[src/pcc_pkg.sv]
package pcc_pkg;

  localparam int NUM_PADS = 8;
  localparam int CHG_W    = 16;
  localparam int IDX_W    = $clog2(NUM_PADS);
  localparam int SUM_W    = CHG_W + IDX_W;
  localparam int WS_W     = SUM_W + IDX_W;
  localparam int START_W  = 10;
  localparam int CNT_W    = 4;
  localparam int LPO_W    = CNT_W + 1;
  localparam int SCALE_W  = 8;
  localparam int FRAC_W   = 8;
  localparam int STS_W    = START_W + SCALE_W;
  localparam int Q_W      = IDX_W + SCALE_W + FRAC_W;
  localparam int DV_W     = WS_W + SCALE_W + FRAC_W;
  localparam int CENT_W   = 26;
  localparam int TOT_W    = 19;
  localparam int CSUM_W   = ((STS_W + FRAC_W > Q_W) ? (STS_W + FRAC_W) : Q_W) + 1;
  localparam int TOTX_W   = (SUM_W > TOT_W) ? SUM_W : TOT_W;

  localparam int QDEPTH   = 2;
  localparam int QPTR_W   = $clog2(QDEPTH);
  localparam int QCNT_W   = $clog2(QDEPTH + 1);

  localparam int CFG_IDX_W  = 8;
  localparam int CFG_DATA_W = 8;

  localparam logic [CFG_IDX_W-1:0] REG_STRIP_SCALE = 8'd0;
  localparam logic [CFG_IDX_W-1:0] REG_MIN_PADS    = 8'd1;

  localparam logic [SCALE_W-1:0] STRIP_SCALE_RST = 8'd10;
  localparam logic [CNT_W-1:0]   MIN_PADS_RST    = 4'd2;

  localparam logic [CSUM_W-1:0] CENT_MAX = CSUM_W'((64'd1 << CENT_W) - 64'd1);
  localparam logic [TOTX_W-1:0] TOT_MAX  = TOTX_W'((64'd1 << TOT_W) - 64'd1);

  typedef logic [NUM_PADS-1:0][CHG_W-1:0] charges_t;

  typedef struct packed {
    logic [STS_W-1:0] sts;
    logic [SUM_W-1:0] sum;
    logic [WS_W-1:0]  wsum;
    logic             valid;
  } evt_t;

endpackage

[src/pcc_front.sv]
module pcc_front (
  input  logic                            clk,
  input  logic                            rst_n,
  input  logic                            start,
  output logic                            busy,
  input  logic [pcc_pkg::START_W-1:0]     start_strip,
  input  logic [pcc_pkg::CNT_W-1:0]       pad_count,
  input  pcc_pkg::charges_t               charges,
  input  logic [pcc_pkg::SCALE_W-1:0]     strip_scale,
  input  logic [pcc_pkg::CNT_W-1:0]       min_pads,
  input  logic                            q_full,
  output logic                            q_push,
  output pcc_pkg::evt_t                   q_data
);

  logic                          accept;
  logic                          odd;
  logic [pcc_pkg::START_W-1:0]   start_adj;
  logic [pcc_pkg::LPO_W-1:0]     lpo;
  logic [pcc_pkg::NUM_PADS-1:0]  sel;
  logic                          a_vld_r;
  logic                          a_vld_nxt;
  pcc_pkg::charges_t             chg_r;
  logic [pcc_pkg::STS_W-1:0]     sts_r;
  logic                          keep_r;
  logic [pcc_pkg::SUM_W-1:0]     sum_c;
  logic [pcc_pkg::WS_W-1:0]      wsum_c;

  assign accept    = start && !busy;
  assign odd       = start_strip[0];
  assign start_adj = {start_strip[pcc_pkg::START_W-1:1], 1'b0};

  // odd start skips pad 0 and shifts the window up by one
  always_comb begin
    if (pad_count == '0) begin
      lpo = pcc_pkg::LPO_W'(odd);
    end else begin
      lpo = pcc_pkg::LPO_W'(pad_count) + pcc_pkg::LPO_W'(odd);
    end
    for (int j = 0; j < pcc_pkg::NUM_PADS; j++) begin
      sel[j] = !(odd && (j == 0)) && (pcc_pkg::LPO_W'(j) < lpo);
    end
  end

  always_comb begin
    a_vld_nxt = a_vld_r;
    if (accept) begin
      a_vld_nxt = 1'b1;
    end else if (q_push) begin
      a_vld_nxt = 1'b0;
    end
  end

  always_ff @(posedge clk) begin
    if (!rst_n) begin
      a_vld_r <= 1'b0;
    end else begin
      a_vld_r <= a_vld_nxt;
    end
  end

  always_ff @(posedge clk) begin
    if (accept) begin
      for (int j = 0; j < pcc_pkg::NUM_PADS; j++) begin
        chg_r[j] <= sel[j] ? charges[j] : '0;
      end
      sts_r  <= pcc_pkg::STS_W'(start_adj) * pcc_pkg::STS_W'(strip_scale);
      keep_r <= (pad_count > min_pads) && (start_adj != '0);
    end
  end

  // plain and index-weighted sums of the selected pads
  always_comb begin
    sum_c  = '0;
    wsum_c = '0;
    for (int j = 0; j < pcc_pkg::NUM_PADS; j++) begin
      sum_c  = sum_c + pcc_pkg::SUM_W'(chg_r[j]);
      wsum_c = wsum_c + pcc_pkg::WS_W'(chg_r[j]) * pcc_pkg::WS_W'(j);
    end
  end

  assign q_push       = a_vld_r && !q_full;
  assign busy         = a_vld_r && q_full;
  assign q_data.sts   = sts_r;
  assign q_data.sum   = sum_c;
  assign q_data.wsum  = wsum_c;
  assign q_data.valid = keep_r && (sum_c != '0);

endmodule

[src/pcc_fifo.sv]
module pcc_fifo (
  input  logic          clk,
  input  logic          rst_n,
  input  logic          push,
  input  pcc_pkg::evt_t push_data,
  input  logic          pop,
  output pcc_pkg::evt_t head,
  output logic          not_empty,
  output logic          full
);

  pcc_pkg::evt_t                mem_r [pcc_pkg::QDEPTH];
  logic [pcc_pkg::QPTR_W-1:0]   wr_ptr_r;
  logic [pcc_pkg::QPTR_W-1:0]   rd_ptr_r;
  logic [pcc_pkg::QCNT_W-1:0]   cnt_r;
  logic [pcc_pkg::QCNT_W-1:0]   cnt_nxt;
  logic                         do_pop;

  assign full      = (cnt_r == pcc_pkg::QCNT_W'(pcc_pkg::QDEPTH));
  assign not_empty = (cnt_r != '0);
  assign head      = mem_r[rd_ptr_r];
  assign do_pop    = pop && not_empty;

  always_comb begin
    cnt_nxt = cnt_r;
    if (push && !do_pop) begin
      cnt_nxt = cnt_r + 1'b1;
    end else if (!push && do_pop) begin
      cnt_nxt = cnt_r - 1'b1;
    end
  end

  always_ff @(posedge clk) begin
    if (!rst_n) begin
      wr_ptr_r <= '0;
      rd_ptr_r <= '0;
      cnt_r    <= '0;
    end else begin
      if (push) begin
        wr_ptr_r <= wr_ptr_r + 1'b1;
      end
      if (do_pop) begin
        rd_ptr_r <= rd_ptr_r + 1'b1;
      end
      cnt_r <= cnt_nxt;
    end
  end

  always_ff @(posedge clk) begin
    if (push) begin
      mem_r[wr_ptr_r] <= push_data;
    end
  end

endmodule

[src/pcc_back.sv]
module pcc_back (
  input  logic                          clk,
  input  logic                          rst_n,
  input  logic                          in_vld,
  input  pcc_pkg::evt_t                 in_evt,
  input  logic [pcc_pkg::SCALE_W-1:0]   strip_scale,
  output logic                          pop,
  output logic                          res_strobe,
  output logic [pcc_pkg::CENT_W-1:0]    res_centroid,
  output logic [pcc_pkg::TOT_W-1:0]     res_total,
  output logic                          res_cvalid
);

  localparam int NS = pcc_pkg::Q_W;

  logic [pcc_pkg::WS_W+pcc_pkg::SCALE_W-1:0] prod;
  logic [pcc_pkg::DV_W-1:0]                  dvd;

  logic                          vld_r [0:NS];
  logic [pcc_pkg::SUM_W-1:0]     rem_r [0:NS];
  logic [pcc_pkg::Q_W-1:0]       low_r [0:NS];
  logic [pcc_pkg::SUM_W-1:0]     div_r [0:NS];
  logic [pcc_pkg::STS_W-1:0]     sts_r [0:NS];
  logic                          ok_r  [0:NS];

  logic [pcc_pkg::CSUM_W-1:0]    cent;
  logic [pcc_pkg::CSUM_W-1:0]    cent_sat;
  logic [pcc_pkg::TOTX_W-1:0]    tot_x;
  logic [pcc_pkg::TOT_W-1:0]     tot_sat;

  logic                          strobe_r;
  logic [pcc_pkg::CENT_W-1:0]    centroid_r;
  logic [pcc_pkg::TOT_W-1:0]     total_r;
  logic                          cvalid_r;

  assign pop  = in_vld;
  assign prod = pcc_pkg::WS_W'(in_evt.wsum) * (pcc_pkg::WS_W + pcc_pkg::SCALE_W)'(strip_scale);
  assign dvd  = {prod, {pcc_pkg::FRAC_W{1'b0}}};

  always_ff @(posedge clk) begin
    if (!rst_n) begin
      vld_r[0] <= 1'b0;
    end else begin
      vld_r[0] <= in_vld;
    end
  end

  // the high part of the dividend is already below the divisor
  always_ff @(posedge clk) begin
    rem_r[0] <= dvd[pcc_pkg::DV_W-1:pcc_pkg::Q_W];
    low_r[0] <= dvd[pcc_pkg::Q_W-1:0];
    div_r[0] <= in_evt.sum;
    sts_r[0] <= in_evt.sts;
    ok_r[0]  <= in_evt.valid;
  end

  for (genvar k = 1; k <= NS; k++) begin : g_step
    logic [pcc_pkg::SUM_W:0] trial;
    logic [pcc_pkg::SUM_W:0] diff;
    logic                    ge;

    assign trial = {rem_r[k-1], low_r[k-1][pcc_pkg::Q_W-1]};
    assign diff  = trial - {1'b0, div_r[k-1]};
    assign ge    = (trial >= {1'b0, div_r[k-1]});

    always_ff @(posedge clk) begin
      if (!rst_n) begin
        vld_r[k] <= 1'b0;
      end else begin
        vld_r[k] <= vld_r[k-1];
      end
    end

    always_ff @(posedge clk) begin
      rem_r[k] <= ge ? diff[pcc_pkg::SUM_W-1:0] : trial[pcc_pkg::SUM_W-1:0];
      low_r[k] <= {low_r[k-1][pcc_pkg::Q_W-2:0], ge};
      div_r[k] <= div_r[k-1];
      sts_r[k] <= sts_r[k-1];
      ok_r[k]  <= ok_r[k-1];
    end
  end

  always_comb begin
    cent     = (pcc_pkg::CSUM_W'(sts_r[NS]) << pcc_pkg::FRAC_W)
               + pcc_pkg::CSUM_W'(low_r[NS]);
    cent_sat = (cent > pcc_pkg::CENT_MAX) ? pcc_pkg::CENT_MAX : cent;
    tot_x    = pcc_pkg::TOTX_W'(div_r[NS]);
    tot_sat  = (tot_x > pcc_pkg::TOT_MAX) ? pcc_pkg::TOT_MAX[pcc_pkg::TOT_W-1:0]
                                          : tot_x[pcc_pkg::TOT_W-1:0];
  end

  always_ff @(posedge clk) begin
    if (!rst_n) begin
      strobe_r <= 1'b0;
    end else begin
      strobe_r <= vld_r[NS];
    end
  end

  always_ff @(posedge clk) begin
    centroid_r <= ok_r[NS] ? cent_sat[pcc_pkg::CENT_W-1:0] : '0;
    total_r    <= tot_sat;
    cvalid_r   <= ok_r[NS];
  end

  assign res_strobe   = strobe_r;
  assign res_centroid = centroid_r;
  assign res_total    = total_r;
  assign res_cvalid   = cvalid_r;

endmodule

[src/pad_charge_centroid_unit.sv]
// Pad charge centroid unit: center-of-gravity position of one detector event.
//
// Input channel: raise start with in_start_strip, in_pad_count and the eight
// pad charges; the transaction is taken at the edge where start is high and
// busy is low. One event may be taken every cycle.
// Result channel: out_strobe is high for exactly one cycle per event, with
// out_centroid (8 fraction bits, zero when rejected), out_total_charge and
// out_centroid_valid. The receiver cannot stall; results appear in input order.
// Configuration: cfg_valid/cfg_ready write channel, cfg_index selects the
// register (0 strip_scale, 1 min_pads), cfg_data carries the value.
// cfg_ready is always high. Write only while no event is in flight.
// The accepting edge loads the front registers; the event then passes the queue,
// the divider input register, Q_W = 19 divider stages (one quotient bit each)
// and the output register. Throughput: one event per cycle while busy is low.
// The front stage, a two-entry queue and the divider pipeline sit in a row;
// busy rises only when the queue is full.
// Reset: clears all in-flight events, the queue and output strobe, and
// loads strip_scale = 10, min_pads = 2.
module pad_charge_centroid_unit (
  input  logic                                clk,
  input  logic                                rst_n,
  input  logic                                start,
  output logic                                busy,
  input  logic [pcc_pkg::START_W-1:0]         in_start_strip,
  input  logic [pcc_pkg::CNT_W-1:0]           in_pad_count,
  input  logic [pcc_pkg::CHG_W-1:0]           in_charge_0,
  input  logic [pcc_pkg::CHG_W-1:0]           in_charge_1,
  input  logic [pcc_pkg::CHG_W-1:0]           in_charge_2,
  input  logic [pcc_pkg::CHG_W-1:0]           in_charge_3,
  input  logic [pcc_pkg::CHG_W-1:0]           in_charge_4,
  input  logic [pcc_pkg::CHG_W-1:0]           in_charge_5,
  input  logic [pcc_pkg::CHG_W-1:0]           in_charge_6,
  input  logic [pcc_pkg::CHG_W-1:0]           in_charge_7,
  output logic                                out_strobe,
  output logic [pcc_pkg::CENT_W-1:0]          out_centroid,
  output logic [pcc_pkg::TOT_W-1:0]           out_total_charge,
  output logic                                out_centroid_valid,
  input  logic                                cfg_valid,
  output logic                                cfg_ready,
  input  logic [pcc_pkg::CFG_IDX_W-1:0]       cfg_index,
  input  logic [pcc_pkg::CFG_DATA_W-1:0]      cfg_data
);

  logic [pcc_pkg::SCALE_W-1:0] strip_scale_r;
  logic [pcc_pkg::CNT_W-1:0]   min_pads_r;
  pcc_pkg::charges_t           charges;
  pcc_pkg::evt_t               push_data;
  pcc_pkg::evt_t               head;
  logic                        push;
  logic                        pop;
  logic                        not_empty;
  logic                        q_full;

  // Config registers: always ready, unknown indexes are dropped.
  assign cfg_ready = 1'b1;

  always_ff @(posedge clk) begin
    if (!rst_n) begin
      strip_scale_r <= pcc_pkg::STRIP_SCALE_RST;
      min_pads_r    <= pcc_pkg::MIN_PADS_RST;
    end else if (cfg_valid && cfg_ready) begin
      case (cfg_index)
        pcc_pkg::REG_STRIP_SCALE: strip_scale_r <= cfg_data[pcc_pkg::SCALE_W-1:0];
        pcc_pkg::REG_MIN_PADS:    min_pads_r    <= cfg_data[pcc_pkg::CNT_W-1:0];
        default: ;
      endcase
    end
  end

  // Pack the pad charges, pad 0 in the low slot.
  assign charges = {in_charge_7, in_charge_6, in_charge_5, in_charge_4,
                    in_charge_3, in_charge_2, in_charge_1, in_charge_0};

  // Front: take the transaction, select pads, form the sums.
  pcc_front u_front (
    .clk         (clk),
    .rst_n       (rst_n),
    .start       (start),
    .busy        (busy),
    .start_strip (in_start_strip),
    .pad_count   (in_pad_count),
    .charges     (charges),
    .strip_scale (strip_scale_r),
    .min_pads    (min_pads_r),
    .q_full      (q_full),
    .q_push      (push),
    .q_data      (push_data)
  );

  // Queue: hold classified events between front and divider.
  pcc_fifo u_fifo (
    .clk       (clk),
    .rst_n     (rst_n),
    .push      (push),
    .push_data (push_data),
    .pop       (pop),
    .head      (head),
    .not_empty (not_empty),
    .full      (q_full)
  );

  // Back: pipelined division of the weighted part, add the start, saturate.
  pcc_back u_back (
    .clk          (clk),
    .rst_n        (rst_n),
    .in_vld       (not_empty),
    .in_evt       (head),
    .strip_scale  (strip_scale_r),
    .pop          (pop),
    .res_strobe   (out_strobe),
    .res_centroid (out_centroid),
    .res_total    (out_total_charge),
    .res_cvalid   (out_centroid_valid)
  );

endmodule

[config.mk]
export PLATFORM = sky130hd
export DESIGN_NAME = pad_charge_centroid_unit
export DESIGN_NICKNAME = d
export VERILOG_FILES = /design/src/pcc_pkg.sv /design/src/pcc_front.sv /design/src/pcc_fifo.sv /design/src/pcc_back.sv /design/src/pad_charge_centroid_unit.sv
export SDC_FILE = /design/constraint.sdc
export NUM_CORES = 2
export LEC_CHECK = 0
export BUFFER_PORTS_ARGS = -buffer_cell sky130_fd_sc_hd__buf_2
export CAP_MARGIN = 25
export CELL_PAD_IN_SITES_DETAIL_PLACEMENT = 1
export CELL_PAD_IN_SITES_GLOBAL_PLACEMENT = 2
export CORE_ASPECT_RATIO = 1.75
export CORE_MARGIN = 3
export CORE_UTILIZATION = 42
export DETAILED_ROUTE_END_ITERATION = 6
export GPL_ROUTABILITY_DRIVEN = 0
export PLACE_DENSITY = 0.89
export SLEW_MARGIN = 40
export SYNTH_ARGS = -nofsm -noshare
export SYNTH_HDL_FRONTEND = slang
export SYNTH_SLANG_ARGS = --single-unit
[constraint.sdc]
create_clock -name clk -period 9.7 [get_ports clk]
set_clock_uncertainty 0.1 [all_clocks]
set_input_delay 0.97 -clock clk [delete_from_list [all_inputs] [get_ports clk]]
set_output_delay 0.97 -clock clk [all_outputs]
set_load 0.05 [all_outputs]
==> reports/summary.txt <==
Worst Path Arrival: 8550 ps
Worst-path clk slew: 60 ps
CTS tree: built
Detailed Place HPWL: 159000 µm
Routed WL: 197000 µm
Syn. warnings: 0
most frequent cells in the layout: dfxtp_1 (1441), inv_1 (932), ha_1 (579)
Worst-Skew Late Latency: 820 ps
share of the synthesized area in the top cell type: 37.6%
max_slew headroom: 44.8%
CTS buffer count: 163
Post-Layout Cell Count: 9888
commonest non-fill, non-tap cell in the layout: dfxtp_1
DP Cell Count: 9600
fin. max-slew vios: 0
postcts setup bufs: 0
Cell Rows: 207
Max Cap Viol: 0
vias per cell: 5.11
total grt overflow: 0
Die Height: 572 µm
synthesized area: 0.0768 mm²
CTS max path bufs: 4
DR vias: 50536
fraction of layout instances using a drive strength above 1: 9.74%
Synth Register Bits: 1706
critical path's most frequent cell: fa_1
fmax: 0.123 GHz
maximum fanout along the worst path: 4
core area: 0.182 mm²
CP required: 10150 ps
Sum Neg Setup Slack: 0 ps
actual slew at the worst max-slew pin: 811 ps
RSZ-0062 raised after global routing: no
Mapped Cells: 7083
ys async rst share: 0%
Bufs and invs on worst path: 2
first-pass GRT wire length: 309000 µm
I/O pin total: 211
slowest stage delay, CP: 510 ps
Setup-failing EPs final: 0
syn_nets: 8213
drt first pass iters: 5
drt initial violations: 1499
DRC viols: 0
Tmin final: 8100 ps
dominant cells by area after synthesis: dfxtp_1 (38%), edfxtp_1 (10%), fa_1 (10%), ha_1 (9.4%), inv_1 (4.6%)
Hold Fails Final Rpt: 0
CP max-delay cell: fa_1
Worst Hold Class: reg2reg
Yosys top cell by area: dfxtp_1
Area Growth Syn to Fin: 12.3%
largest net degree at the start of global routing: 81
post-DR wirelength/cell: 19.9 µm
starting density of the core: 42.2%
status: completed
PnR worst setup slack: 1600 ps
syn_area_per_cell: 10.8 µm²
Post-CTS Hold Buffers: 0
Post-Route Utilization: 47.4%
post-CTS sizing: 0
clk root buf: clkbuf_16
Post-synth EDFFs: 264
pre-CTS WS: 1530 ps
part of the Yosys area used for sequential elements: 47.9%
H-tree depth: 4
ANT nets after route: 0
Die Wd: 329 µm
GRT Total Usage: 21.1%
main flop type after synthesis: dfxtp_1
number of global-route vias before repair: 57466
Synth cell types: 84
# fillers: 19780
CP endpoint kind: flop
final worst-path cycle share: 83.5%
buffers added on ports: 209
fin nets: 8493
clk sink count: 1706
Crit Path Class: reg2reg
initial antenna violation count: 1
Total Die Area: 0.188 mm²
CP top delay family: adder cells
Worst setup SP type: flop
-- flip-flops by register name, indices dropped and copies added, names as in the netlist, 20 cells and up, named ones only --
signal               flops
u_back.ok_r             20
u_back.div_r           380
u_front.chg_r          128
u_back.sts_r           340
u_back.res_centroid     26
u_back.low_r           256
u_back.rem_r           361
u_back.vld_r            20
u_fifo.mem_r           118
-- worst register-to-register path: cells and delay by family, from the launching register on --
kind | cells | cell delay (ps)
AO/OA/AOI/OAI | 10 | 2530
XOR/XNOR | 2 | 310
adder cells (fa/ha/maj) | 8 | 3430
buffers and inverters | 2 | 140
flip-flops | 1 | 450
AND/OR/NAND/NOR | 4 | 920
-- synthesized netlist by cell type, types with 49 or more instances --
master / n
dfxtp_1: 1442
inv_1: 933
ha_1: 579
nand2_1: 502
fa_1: 389
o21ai_0: 347
a21oi_1: 328
nor2_1: 266
edfxtp_1: 264
and2_1: 236
xnor2_1: 234
a21o_1: 173
xor2_1: 155
mux2_2: 140
nor2b_1: 128
clkbuf_1: 108
nor3_1: 89
nand3_1: 77
nand2b_1: 59
o21a_1: 49
-- final timing paths --
| check | startpoint | to | cells past startpoint | slack (ps) |
|---|---|---|---|---|
| worst min-delay path | u_back.low_r[2][16] | u_back.low_r[2][36] | 0 | 180 |
| worst max-delay path | u_front.chg_r[17] | u_fifo.mem_r[1][21] | 26 | 1600 |
| worst max register to register | u_front.chg_r[17] | u_fifo.mem_r[1][21] | 26 | 1600 |
| worst min register to register | u_back.low_r[2][16] | u_back.low_r[2][36] | 0 | 180 |
-- per-layer routing --
metal  vias up  track usage, %  share of wire [%]
met1     24975            16.9                 30
met3       603            2.28                2.4
met5         -               0                  0
met2       908            44.8                 59
li1      24050               -                  -
met4         0            15.5                8.5
-- through the flow --
step | cell area (µm²) | hold WS, ps
finish | 86200 | 183
global route | 86200 | 176
CTS | 86200 | 178
detailed placement | 80700 | 213
global placement | 80600 | 210
floorplan | 76800 | 210
-- kinds of logic (layout without fill, tap and decap cells) --
| kind of cell | Yosys count | after routing | synth area share (%) |
|---|---|---|---|
| compound gates | 1228 | 1228 | 10.2 |
| xor+xnor | 389 | 389 | 4.44 |
| fa+ha+maj | 968 | 968 | 19.6 |
| buf+inv | 1067 | 1468 | 5.32 |
| flops | 1706 | 1706 | 47.9 |
| mux | 184 | 184 | 2.63 |
| other cells | 1 | 2 | 0.00488 |
| simple gates | 1540 | 1540 | 9.91 |
-- layout make-up --
cell class                      instances  area (µm²)  area share (%)
Antenna cell                            1        2.50         0.00290
Clock buffer                          223        4760            5.52
Clock inverter                         63         739           0.858
Inverter                              934        3510            4.07
Multi-Input combinational cell       4310       36100            41.8
Sequential cell                      1706       36800            42.7
Tap cell                             2403        3010            3.49
Timing Repair Buffer                  248        1360            1.58
Power is left out: the tool's default activity adds up to more than one toggle a clock period on the data nets, which glitch-free logic cannot reach.
